===== config.mk =====
export PLATFORM = sky130hd
export DESIGN_NAME = window_exact_distinct_finder
export DESIGN_NICKNAME = d
export VERILOG_FILES = /design/src/hdl/wedf_pkg.sv /design/src/hdl/wedf_window_mem.sv /design/src/hdl/wedf_counts.sv /design/src/hdl/window_exact_distinct_finder.sv
export SDC_FILE = /design/constraint.sdc
export NUM_CORES = 1
export LEC_CHECK = 0
export BUFFER_PORTS_ARGS = -buffer_cell sky130_fd_sc_hd__buf_2
export CORE_ASPECT_RATIO = 2
export CORE_MARGIN = 5
export CORE_UTILIZATION = 30
export CTS_CLUSTER_DIAMETER = 40
export DETAILED_ROUTE_END_ITERATION = 10
export MAX_ROUTING_LAYER = met4
export PLACE_DENSITY_LB_ADDON = 0.2
export SLEW_MARGIN = 20
export SYNTH_ARGS = -nofsm -noshare
export SYNTH_HDL_FRONTEND = slang
export SYNTH_HIERARCHICAL = 1
export SYNTH_SLANG_ARGS = --single-unit
export TNS_END_PERCENT = 10

===== constraint.sdc =====
create_clock -name clk -period 7.44 [get_ports clk]
set_input_delay 1.116 -clock clk [delete_from_list [all_inputs] [get_ports clk]]
set_output_delay 1.116 -clock clk [all_outputs]
set_load 0.02 [all_outputs]

===== src/hdl/wedf_pkg.sv =====
// shared constants and types for the window exact distinct finder
`default_nettype none
package wedf_pkg;

	localparam int WINDOW_MAX    = 64;
	localparam int WIN_AW        = $clog2(WINDOW_MAX);
	localparam int ALPHABET_SIZE = 26;
	localparam int LETTER_W      = 5;
	localparam int CNT_W         = 7;
	localparam int DIST_W        = 5;
	localparam int POS_W         = 17;
	localparam int LEN_W         = 7;
	localparam int TGT_W         = 5;
	localparam int START_W       = 16;
	localparam int CFG_IDX_W     = 1;

	localparam logic [POS_W-1:0]    MAX_LENGTH = POS_W'(65536);
	localparam logic [CNT_W-1:0]    CNT_MAX    = {CNT_W{1'b1}};
	localparam logic [LETTER_W-1:0] LAST_CODE  = LETTER_W'(ALPHABET_SIZE - 1);
	localparam logic [LEN_W-1:0]    LEN_MAX    = LEN_W'(WINDOW_MAX);

	// configuration register indexes
	localparam logic [CFG_IDX_W-1:0] REG_WINDOW_LENGTH   = 1'd0;
	localparam logic [CFG_IDX_W-1:0] REG_TARGET_DISTINCT = 1'd1;

	typedef struct packed {
		logic                clear;
		logic                inc;
		logic [LETTER_W-1:0] code;
		logic                evict;
		logic [LETTER_W-1:0] old;
	} cnt_ctrl_t;

	typedef struct packed {
		logic [DIST_W-1:0] distinct_d;
		logic [DIST_W-1:0] distinct_q;
	} cnt_stat_t;

endpackage
`default_nettype wire


===== src/hdl/wedf_window_mem.sv =====
// circular letter store with registered read and write-through on address match
`default_nettype none
module wedf_window_mem (
	input  wire                            clk,
	input  wire                            arst_n,
	input  wire                            we,
	input  wire  [wedf_pkg::WIN_AW-1:0]    waddr,
	input  wire  [wedf_pkg::LETTER_W-1:0]  wdata,
	input  wire                            re,
	input  wire  [wedf_pkg::WIN_AW-1:0]    raddr,
	output logic [wedf_pkg::LETTER_W-1:0]  rdata
);
	import wedf_pkg::*;

	logic [LETTER_W-1:0] mem [WINDOW_MAX];
	logic [LETTER_W-1:0] rd_q;
	logic [LETTER_W-1:0] byp_data_q;
	logic                byp_q;

	always_ff @(posedge clk) begin
		if (we) begin
			mem[waddr] <= wdata;
		end
		if (re) begin
			rd_q       <= mem[raddr];
			byp_data_q <= wdata;
		end
	end

	// read of the entry written in the same cycle returns the new letter
	always_ff @(posedge clk or negedge arst_n) begin
		if (!arst_n) begin
			byp_q <= 1'b0;
		end else if (re) begin
			byp_q <= we && (waddr == raddr);
		end
	end

	assign rdata = byp_q ? byp_data_q : rd_q;

endmodule
`default_nettype wire


===== src/hdl/wedf_counts.sv =====
// per-letter occurrence counters and the distinct letter count
`default_nettype none
module wedf_counts (
	input  wire                   clk,
	input  wire                   arst_n,
	input  wedf_pkg::cnt_ctrl_t   ctrl,
	output wedf_pkg::cnt_stat_t   stat
);
	import wedf_pkg::*;

	logic [CNT_W-1:0]  cnt_q [ALPHABET_SIZE];
	logic [CNT_W-1:0]  cnt_d [ALPHABET_SIZE];
	logic [DIST_W-1:0] distinct_q;
	logic [DIST_W-1:0] distinct_d;
	logic              any_zeroed;
	logic              any_fresh;

	// each lane sees its own decrement and increment, decrement first
	always_comb begin
		logic [CNT_W-1:0] c1;
		logic             dec;
		logic             inc;
		any_zeroed = 1'b0;
		any_fresh  = 1'b0;
		for (int i = 0; i < ALPHABET_SIZE; i++) begin
			dec = ctrl.evict && (ctrl.old == LETTER_W'(i)) && (cnt_q[i] != '0);
			inc = ctrl.inc && (ctrl.code == LETTER_W'(i));
			c1  = dec ? cnt_q[i] - CNT_W'(1) : cnt_q[i];
			if (dec && (c1 == '0)) begin
				any_zeroed = 1'b1;
			end
			if (inc && (c1 == '0)) begin
				any_fresh = 1'b1;
			end
			cnt_d[i] = (inc && (c1 != CNT_MAX)) ? c1 + CNT_W'(1) : c1;
		end
	end

	always_comb begin
		logic [DIST_W-1:0] d1;
		d1         = (any_zeroed && (distinct_q != '0)) ? distinct_q - DIST_W'(1) : distinct_q;
		distinct_d = any_fresh ? d1 + DIST_W'(1) : d1;
	end

	always_ff @(posedge clk or negedge arst_n) begin
		if (!arst_n) begin
			for (int i = 0; i < ALPHABET_SIZE; i++) begin
				cnt_q[i] <= '0;
			end
			distinct_q <= '0;
		end else if (ctrl.clear) begin
			for (int i = 0; i < ALPHABET_SIZE; i++) begin
				cnt_q[i] <= '0;
			end
			distinct_q <= '0;
		end else if (ctrl.inc) begin
			for (int i = 0; i < ALPHABET_SIZE; i++) begin
				cnt_q[i] <= cnt_d[i];
			end
			distinct_q <= distinct_d;
		end
	end

	assign stat.distinct_d = distinct_d;
	assign stat.distinct_q = distinct_q;

endmodule
`default_nettype wire


===== src/hdl/window_exact_distinct_finder.sv =====
// top level of the sliding window exact distinct letter finder
// Letters stream in one per request on s_tdata, with s_tlast on the final letter of a string.
// The block takes one letter every cycle while the output is not stalled: a letter waits in the input
// register, where the letter counters and the distinct count are updated, and its result, if any, is
// loaded into the output register as the letter leaves. A string gives exactly one result: found with
// the start index of the first window of window_length letters (clamped to 1..64) holding exactly
// target_distinct distinct letters, or not found at the last letter. Letters after a match are ignored
// and all state clears after the last letter. The letter store is a 64-entry memory read one letter
// ahead of use, so the evicted letter is ready when its item reaches the input register. No clearing
// pass is needed after reset. Write configuration only while the block is idle.
`default_nettype none
module window_exact_distinct_finder (
	input  wire         clk,
	input  wire         arst_n,
	input  wire         cfg_we,
	input  wire  [0:0]  cfg_index,
	input  wire  [6:0]  cfg_wdata,
	input  wire         s_tvalid,
	output logic        s_tready,
	input  wire  [7:0]  s_tdata,   // [4:0] letter, [7:5] zero
	input  wire         s_tlast,   // last_letter
	output logic        m_tvalid,
	input  wire         m_tready,
	output logic [23:0] m_tdata    // [0] found, [16:1] start_index, [23:17] zero
);
	import wedf_pkg::*;

	logic [LEN_W-1:0]    window_length_q;
	logic [TGT_W-1:0]    target_distinct_q;
	logic [LEN_W-1:0]    len_eff;

	logic                s1_valid;
	logic [LETTER_W-1:0] letter_s1;
	logic                last_s1;

	logic [POS_W-1:0]    pos_q;
	logic [POS_W-1:0]    pos_d;
	logic [POS_W-1:0]    pos_inc;
	logic                match_q;

	logic                out_valid_q;
	logic                found_q;
	logic [START_W-1:0]  start_q;

	logic                accept;
	logic                adv;
	logic                proc;
	logic                active;
	logic                evict;
	logic                match_now;
	logic                emit;
	logic [LETTER_W-1:0] code;
	logic [LETTER_W-1:0] old_raw;
	logic [LETTER_W-1:0] old_code;
	logic [WIN_AW-1:0]   raddr;
	logic [START_W-1:0]  start_d;
	cnt_ctrl_t           cnt_ctrl;
	cnt_stat_t           cnt_stat;

	// configuration
	always_ff @(posedge clk or negedge arst_n) begin
		if (!arst_n) begin
			window_length_q   <= LEN_W'(1);
			target_distinct_q <= TGT_W'(1);
		end else if (cfg_we) begin
			unique case (cfg_index)
				REG_WINDOW_LENGTH:   window_length_q   <= cfg_wdata[LEN_W-1:0];
				REG_TARGET_DISTINCT: target_distinct_q <= cfg_wdata[TGT_W-1:0];
				default: ;
			endcase
		end
	end

	always_comb begin
		priority if (window_length_q == '0) begin
			len_eff = LEN_W'(1);
		end else if (window_length_q > LEN_MAX) begin
			len_eff = LEN_MAX;
		end else begin
			len_eff = window_length_q;
		end
	end

	// handshake
	assign adv      = !out_valid_q || m_tready;
	assign s_tready = !s1_valid || adv;
	assign accept   = s_tvalid && s_tready;
	assign proc     = s1_valid && adv;
	assign active   = proc && !match_q && (pos_q < MAX_LENGTH);

	assign code     = (letter_s1 > LAST_CODE) ? LAST_CODE : letter_s1;
	assign old_code = (old_raw > LAST_CODE) ? LAST_CODE : old_raw;
	assign evict    = active && (pos_q >= POS_W'(len_eff));
	assign pos_inc  = pos_q + POS_W'(1);

	always_comb begin
		priority if (proc && last_s1) begin
			pos_d = '0;
		end else if (active) begin
			pos_d = pos_inc;
		end else begin
			pos_d = pos_q;
		end
	end

	// eviction address of the item being accepted, one letter ahead
	assign raddr = pos_d[WIN_AW-1:0] - len_eff[WIN_AW-1:0];

	wedf_window_mem u_mem (
		.clk    (clk),
		.arst_n (arst_n),
		.we     (active),
		.waddr  (pos_q[WIN_AW-1:0]),
		.wdata  (code),
		.re     (accept),
		.raddr  (raddr),
		.rdata  (old_raw)
	);

	assign cnt_ctrl.clear = proc && last_s1;
	assign cnt_ctrl.inc   = active;
	assign cnt_ctrl.code  = code;
	assign cnt_ctrl.evict = evict;
	assign cnt_ctrl.old   = old_code;

	wedf_counts u_counts (
		.clk    (clk),
		.arst_n (arst_n),
		.ctrl   (cnt_ctrl),
		.stat   (cnt_stat)
	);

	assign match_now = active && (pos_inc >= POS_W'(len_eff))
		&& (cnt_stat.distinct_d == target_distinct_q);
	assign emit      = match_now || (last_s1 && !match_q);
	assign start_d   = START_W'(pos_inc - POS_W'(len_eff));

	// input register
	always_ff @(posedge clk or negedge arst_n) begin
		if (!arst_n) begin
			s1_valid <= 1'b0;
		end else if (accept) begin
			s1_valid <= 1'b1;
		end else if (adv) begin
			s1_valid <= 1'b0;
		end
	end

	always_ff @(posedge clk) begin
		if (accept) begin
			letter_s1 <= s_tdata[LETTER_W-1:0];
			last_s1   <= s_tlast;
		end
	end

	// string state
	always_ff @(posedge clk or negedge arst_n) begin
		if (!arst_n) begin
			pos_q   <= '0;
			match_q <= 1'b0;
		end else begin
			pos_q <= pos_d;
			if (proc && last_s1) begin
				match_q <= 1'b0;
			end else if (match_now) begin
				match_q <= 1'b1;
			end
		end
	end

	// result register
	always_ff @(posedge clk or negedge arst_n) begin
		if (!arst_n) begin
			out_valid_q <= 1'b0;
		end else if (adv) begin
			out_valid_q <= proc && emit;
		end
	end

	always_ff @(posedge clk) begin
		if (proc && emit) begin
			found_q <= match_now;
			start_q <= match_now ? start_d : '0;
		end
	end

	assign m_tvalid = out_valid_q;
	assign m_tdata  = {7'b0, start_q, found_q};

	a_last_clears: assert property (@(posedge clk) disable iff (!arst_n)
		(proc && last_s1) |=> (pos_q == '0) && !match_q)
		else $error("string state not cleared after last letter");

	a_one_match: assert property (@(posedge clk) disable iff (!arst_n)
		match_now |-> !match_q)
		else $error("second match in one string");

	a_distinct_bound: assert property (@(posedge clk) disable iff (!arst_n)
		cnt_stat.distinct_q <= DIST_W'(ALPHABET_SIZE))
		else $error("distinct count above alphabet size");

	a_stall_holds_item: assert property (@(posedge clk) disable iff (!arst_n)
		!s_tready |-> s1_valid && out_valid_q && !m_tready)
		else $error("input stalled with room to advance");

endmodule
`default_nettype wire

==> results of run 1 <==
## where the power goes
part | internal, µW | leakage [µW] | switching (µW)
sequential | 3570 | 0.00617 | 164
clock | 1980 | 0.00113 | 1520
combinational | 1500 | 0.00829 | 2460
total | 7060 | 0.0156 | 4150
## layout make-up
class | count | area share (%)
diodes | 2 | 0.01214
multi-input cells | 2543 | 44.75
well taps | 1538 | 4.668
inverters | 179 | 1.669
flip-flops and latches | 573 | 39.08
repair buffers | 230 | 4.201
clock inverters | 42 | 1.163
clock buffers | 83 | 4.462
## state kept, by name, indices dropped and copies added, names as in the netlist, 7 cells and up
signal	cells
start_q	16
pos_q	17
u_counts/cnt_q	182
u_mem/mem	320
window_length_q	7
## through the flow
stage / utilization (%) / hold WS (ps)
after floorplan: - / 499.9
after global placement: 32.63 / 515.4
after detailed placement: 32.63 / 518.4
after CTS: 34.58 / 424.2
after global routing: 34.60 / 438.0
final: 34.60 / 390.7
## final timing paths
kind                                            from  slack (ps)              endpoint
worst max-delay path              window_length_q[1]         470            start_q[2]
worst min-delay path                          arst_n         390    u_counts/cnt_q[23]
worst max register to register    window_length_q[1]         470            start_q[2]
worst min register to register  target_distinct_q[3]         530  target_distinct_q[3]
max in group asynchronous                     arst_n        5600   u_counts/cnt_q[173]
min in group clk                target_distinct_q[3]         530  target_distinct_q[3]
## layout by cell type (no fill, tap or decap), types with 110 or more instances in the layout
cell type / count
buf_4: 186
xnor2_1: 193
nor2_1: 484
nand2_1: 186
inv_1: 173
nor3_1: 110
edfxtp_1: 353
a21oi_1: 126
xor2_1: 123
ha_1: 125
dfrtp_1: 218
## Yosys cell counts (all sizes together) (76+ instances only)
library cell and number:
ha 125, xor2 124, inv 178, mux4 76
nand2 186, edfxtp 353, nand3 99, a21oi 128
clkbuf 127, dfrtp 218, nor3 112, mux2i 88
xnor2 195, nor2 486
## worst max-delay path, delay by kind of cell, from the launching register on
family	cells	cell delay (ps)
AO/OA/AOI/OAI	13	2380
adder cells (fa/ha/maj)	2	520
flip-flops	1	390
XOR/XNOR	1	140
buffers and inverters	11	1750
AND/OR/NAND/NOR	10	1600
## metal layers
| metal | share of wire (%) | vias to the layer above |
|---|---|---|
| met4 | 7.3 | 0 |
| met1 | 33 | 13460 |
| met3 | 2.6 | 288 |
| li1 | - | 12960 |
| met5 | 0 | - |
| met2 | 57 | 527 |
## what timing repair did
item,CTS,global route
endpoints found under the setup margin,0,25
buffers inserted,0,0
resized for setup,0,4
## cells by family (layout without fill, tap and decap cells)
group	Yosys count	after routing	synth area share [%]
buf+inv	374	534	4.321
mux	213	213	8.777
fa+ha+maj	127	127	4.456
compound gates	521	521	10.41
simple gates	1356	1356	19.51
other cells	1	9	0.01042
xor+xnor	319	319	7.762
flops	573	573	44.75
==> results_dict.tcl, run 1 <==
set metrics [dict create \
    status "finished clean" \
    grt_pass1_vias 28600 \
    clock_latency_ps 680 \
    pre_cts_ws_ps 147.9 \
    grt.total_usage_pct 18.33 \
    synth_top_area_share_pct 29.45 \
    drive_gt1_share_pct 15.62 \
    final.min_clock_period_ps 6970 \
    viasPerCell 5.248 \
    grt_pass1_wl_mm 173.4 \
    cp_max_fo 14 \
    pin_count 48 \
    top_usage_layer "met2" \
    hold_violations 0 \
    root_buffer "clkbuf_16" \
    yosysUniqueCellTypes 117 \
    io_buffers 37 \
    cts_tree "yes" \
    max_stage_delay_ps 390 \
    rsz0062_at_grt "false" \
    vias 27240 \
    path_class "reg -> reg" \
    design_area_mm2 0.04122 \
    worst_pin_slew_ps 1056 \
    drt_pre_antenna_iters 5 \
    grt_use_met1_pct 16.59 \
    finClkSkew_ps 31.65 \
    areaGrowthSynthToFinish_pct 14.52 \
    crit_path_end_kind "flip-flop" \
    synth-seq-cells 573 \
    synth_area_leaders "edfxtp_1, dfrtp_1, nor2_1, xnor2_1, mux4_2" \
    min_path_type "in -> async" \
    dieArea_mm2 0.1274 \
    crit_path_top_delay_cell "dfrtp_1" \
    netlist_area_mm2 0.03599 \
    synth_top_cell_by_area "edfxtp_1" \
    met2_usage_pct 35.66 \
    cp-start-kind "flip-flop" \
    setup_viol 0 \
    hpwl_mm 84.76 \
    arrival_ps 7480 \
    synth_area_per_cell_um2 10.33 \
    power_leakage_uw 0.01559 \
    fin_ws_ps 470.3 \
    maxCapViolations 0 \
    power_density_mw_per_mm2 271.9 \
    ctsHoldBuffers 0 \
    seq_area_mm2 0.01611 \
    cp_common_cell "buf_4" \
    async_flop_share_pct 38.39 \
    grt-ovfl-total 0 \
    wire_per_inst_um 22.14 \
    cts.sinks 573 \
    ant_nets 0 \
    post-route-period-util_pct 93.68 \
    total_power_uw 11210 \
    grt_max_degree 75 \
    maxSlewViolCount 0 \
    clk_pin_slew_ps 50 \
    synth-edff-count 353 \
    synth-main-ff-cell "edfxtp_1" \
    rows 179 \
    h-tree-depth 3 \
    multi_input_area_mm2 0.01845 \
    grt_util_met3_pct 1.801 \
    setup_tns_ps 0 \
    place_inst 5063 \
    die_w_um 254.9 \
    seq_area_frac_synth_pct 44.75 \
    drt_wl_total_mm 114.9 \
    num-fill-cells 12170 \
    drc_errors 0 \
    stdcell_count 5190 \
    start_util_pct 30.21 \
    dpl_cell_area_mm2 0.03888 \
    nets 3745 \
    irDropWorstVdd_v 0.0002434 \
    antenna_found_initial 2 \
    reg2reg_depth 37 \
    slew_headroom_pct 28.69 \
    syn_inst 3484 \
    die_h_um 499.9 \
    fmax_mhz 143.5 \
    clock_path_buffers 3 \
    numCtsBuffers 69 \
    yosysWarnings 6 \
    coreArea_mm2 0.1191 \
    cp.required_ps 7950 \
    gp_congestion 0.8669 \
    drtIter0Drc 1375 \
]
Note: power is estimated with default switching activity, not from simulation.
==> run 2: changes to the inputs <==
--- a/config.mk
+++ b/config.mk
@@ -6,6 +6,8 @@
 export NUM_CORES = 1
 export LEC_CHECK = 0
 export BUFFER_PORTS_ARGS = -buffer_cell sky130_fd_sc_hd__buf_2
+export CELL_PAD_IN_SITES_DETAIL_PLACEMENT = 0
+export CELL_PAD_IN_SITES_GLOBAL_PLACEMENT = 2
 export CORE_ASPECT_RATIO = 2
 export CORE_MARGIN = 5
 export CORE_UTILIZATION = 30
==> results_dict.tcl, run 2 (synthesis results as in run 1) <==
set metrics [dict create \
    hpwl_mm 90.15 \
    cp-start-kind "flip-flop" \
    cp_max_fo 15 \
    clock_latency_ps 700 \
    ctsHoldBuffers 0 \
    root_buffer "clkbuf_16" \
    viasPerCell 5.226 \
    min_path_type "in -> async" \
    maxSlewViolCount 0 \
    rsz0062_at_grt "false" \
    grt_use_met1_pct 18.27 \
    path_depth 32 \
    areaGrowthSynthToFinish_pct 15.89 \
    grt_util_met3_pct 2.087 \
    largest_reg_flops 320 \
    critPathBufInv 6 \
    drive_gt1_share_pct 15.95 \
    cp_common_cell "buf_4" \
    pin_count 48 \
    finClkSkew_ps 52.92 \
    numCtsBuffers 81 \
    drtIter0Drc 1342 \
    crit_path_top_delay_cell "or4b_1" \
    critPathTopFamily "simple AND/OR/NAND/NOR gates" \
    ant_nets 0 \
    crit_path_end_kind "flip-flop" \
    h-tree-depth 3 \
    grt_pass1_vias 28880 \
    grt_pass1_wl_mm 183.4 \
    utilization_pct 35.01 \
    coreArea_mm2 0.1191 \
    hold_violations 0 \
    maxCapViolations 0 \
    power_leakage_uw 0.01581 \
    top_regs "u_mem/mem: 320 flops, u_counts/cnt_q: 182 flops, pos_q: 17 flops" \
    dieArea_mm2 0.1274 \
    antenna_found_initial 1 \
    die_w_um 254.9 \
    arrival_ps 7260 \
    setup_tns_ps 0 \
    met2_usage_pct 39.89 \
    top_register "u_mem/mem" \
    cts_tree "yes" \
    max_stage_delay_ps 500 \
    setup_viol 0 \
    grt_max_degree 118 \
    vias 27240 \
    irDropWorstVdd_v 0.0002766 \
    grt-ovfl-total 0 \
    cp.required_ps 7830 \
    wire_per_inst_um 23.35 \
    io_buffers 37 \
    place_inst 5060 \
    stdcell_count 5212 \
    status "finished clean" \
    die_h_um 499.9 \
    drt_pre_antenna_iters 5 \
    cts_setup_buffers 0 \
    clock_path_buffers 3 \
    drc_errors 0 \
    post-route-period-util_pct 92.33 \
    reg2reg_depth 32 \
    slew_headroom_pct 37.41 \
    layout_commonest_cell "nor2_1" \
    clk_pin_slew_ps 50 \
    nets 3754 \
    final_cell_mix "nor2_1, edfxtp_1, dfrtp_1, xnor2_1, nand2_1" \
    worst_pin_slew_ps 925.9 \
    start_util_pct 30.21 \
    gp_congestion 0.8404 \
    cts_resized 0 \
    top_usage_layer "met2" \
    grt.total_usage_pct 19.51 \
    final.min_clock_period_ps 6869 \
    path_class "reg -> reg" \
    drt_wl_total_mm 121.7 \
    power_density_mw_per_mm2 283.7 \
    cts.sinks 573 \
    fmax_mhz 145.6 \
    rows 179 \
]
-- run 2: layer usage --
| metal | share of wire [%] | up-vias |
|---|---|---|
| li1 | - | 12990 |
| met1 | 34 | 13710 |
| met2 | 60 | 365 |
| met3 | 2.1 | 180 |
| met4 | 3.5 | 0 |
| met5 | 0 | - |
-- run 2: worst reg2reg max path: cells and delay by family, from the launching register on --
family	cells	cell delay, ps
AND/OR/NAND/NOR	12	2460
AO/OA/AOI/OAI	9	1790
buffers and inverters	6	1030
adder cells (fa/ha/maj)	2	470
XOR/XNOR	3	450
flip-flops	1	390
-- run 2: worst paths after layout --
check                                     start                    to  slack (ps)
hold / removal                           arst_n   u_counts/cnt_q[124]         360
min in group clk           target_distinct_q[2]  target_distinct_q[2]         530
setup / recovery             window_length_q[1]           start_q[15]         570
setup reg to reg             window_length_q[1]           start_q[15]         570
max in group asynchronous                arst_n   u_counts/cnt_q[169]        5800
hold reg to reg            target_distinct_q[2]  target_distinct_q[2]         530
-- run 2: metrics by stage --
stage                     setup WS (ps)  power, µW  cell area [µm²]  hold slack [ps]
final                             571.0      11830            41710            364.6
after global routing              59.13      12450            41710            374.6
after floorplan                   688.1       6297            36020            499.9
after global placement            230.0       7890            38830            520.7
after CTS                         401.1      12060            41700            345.8
after detailed placement          273.4       7884            38830            521.4
-- run 2: cell type report --
type,count,area [µm²]
Sequential cell,573,16110
Clock buffer,101,2183
Tap cell,1538,1924
Multi-Input combinational cell,2543,18440
Fill cell,12170,77440
Timing Repair Buffer,227,1684
Clock inverter,50,688.2
Antenna cell,1,2.502
Inverter,179,688.2
-- run 2: power breakdown --
group | internal, µW | leakage (µW) | switching [µW] | total (µW)
clock | 2420 | 0.00137 | 1650 | 4080
combinational | 1490 | 0.00827 | 2520 | 4010
sequential | 3570 | 0.00617 | 171 | 3740
total | 7490 | 0.0158 | 4350 | 11800
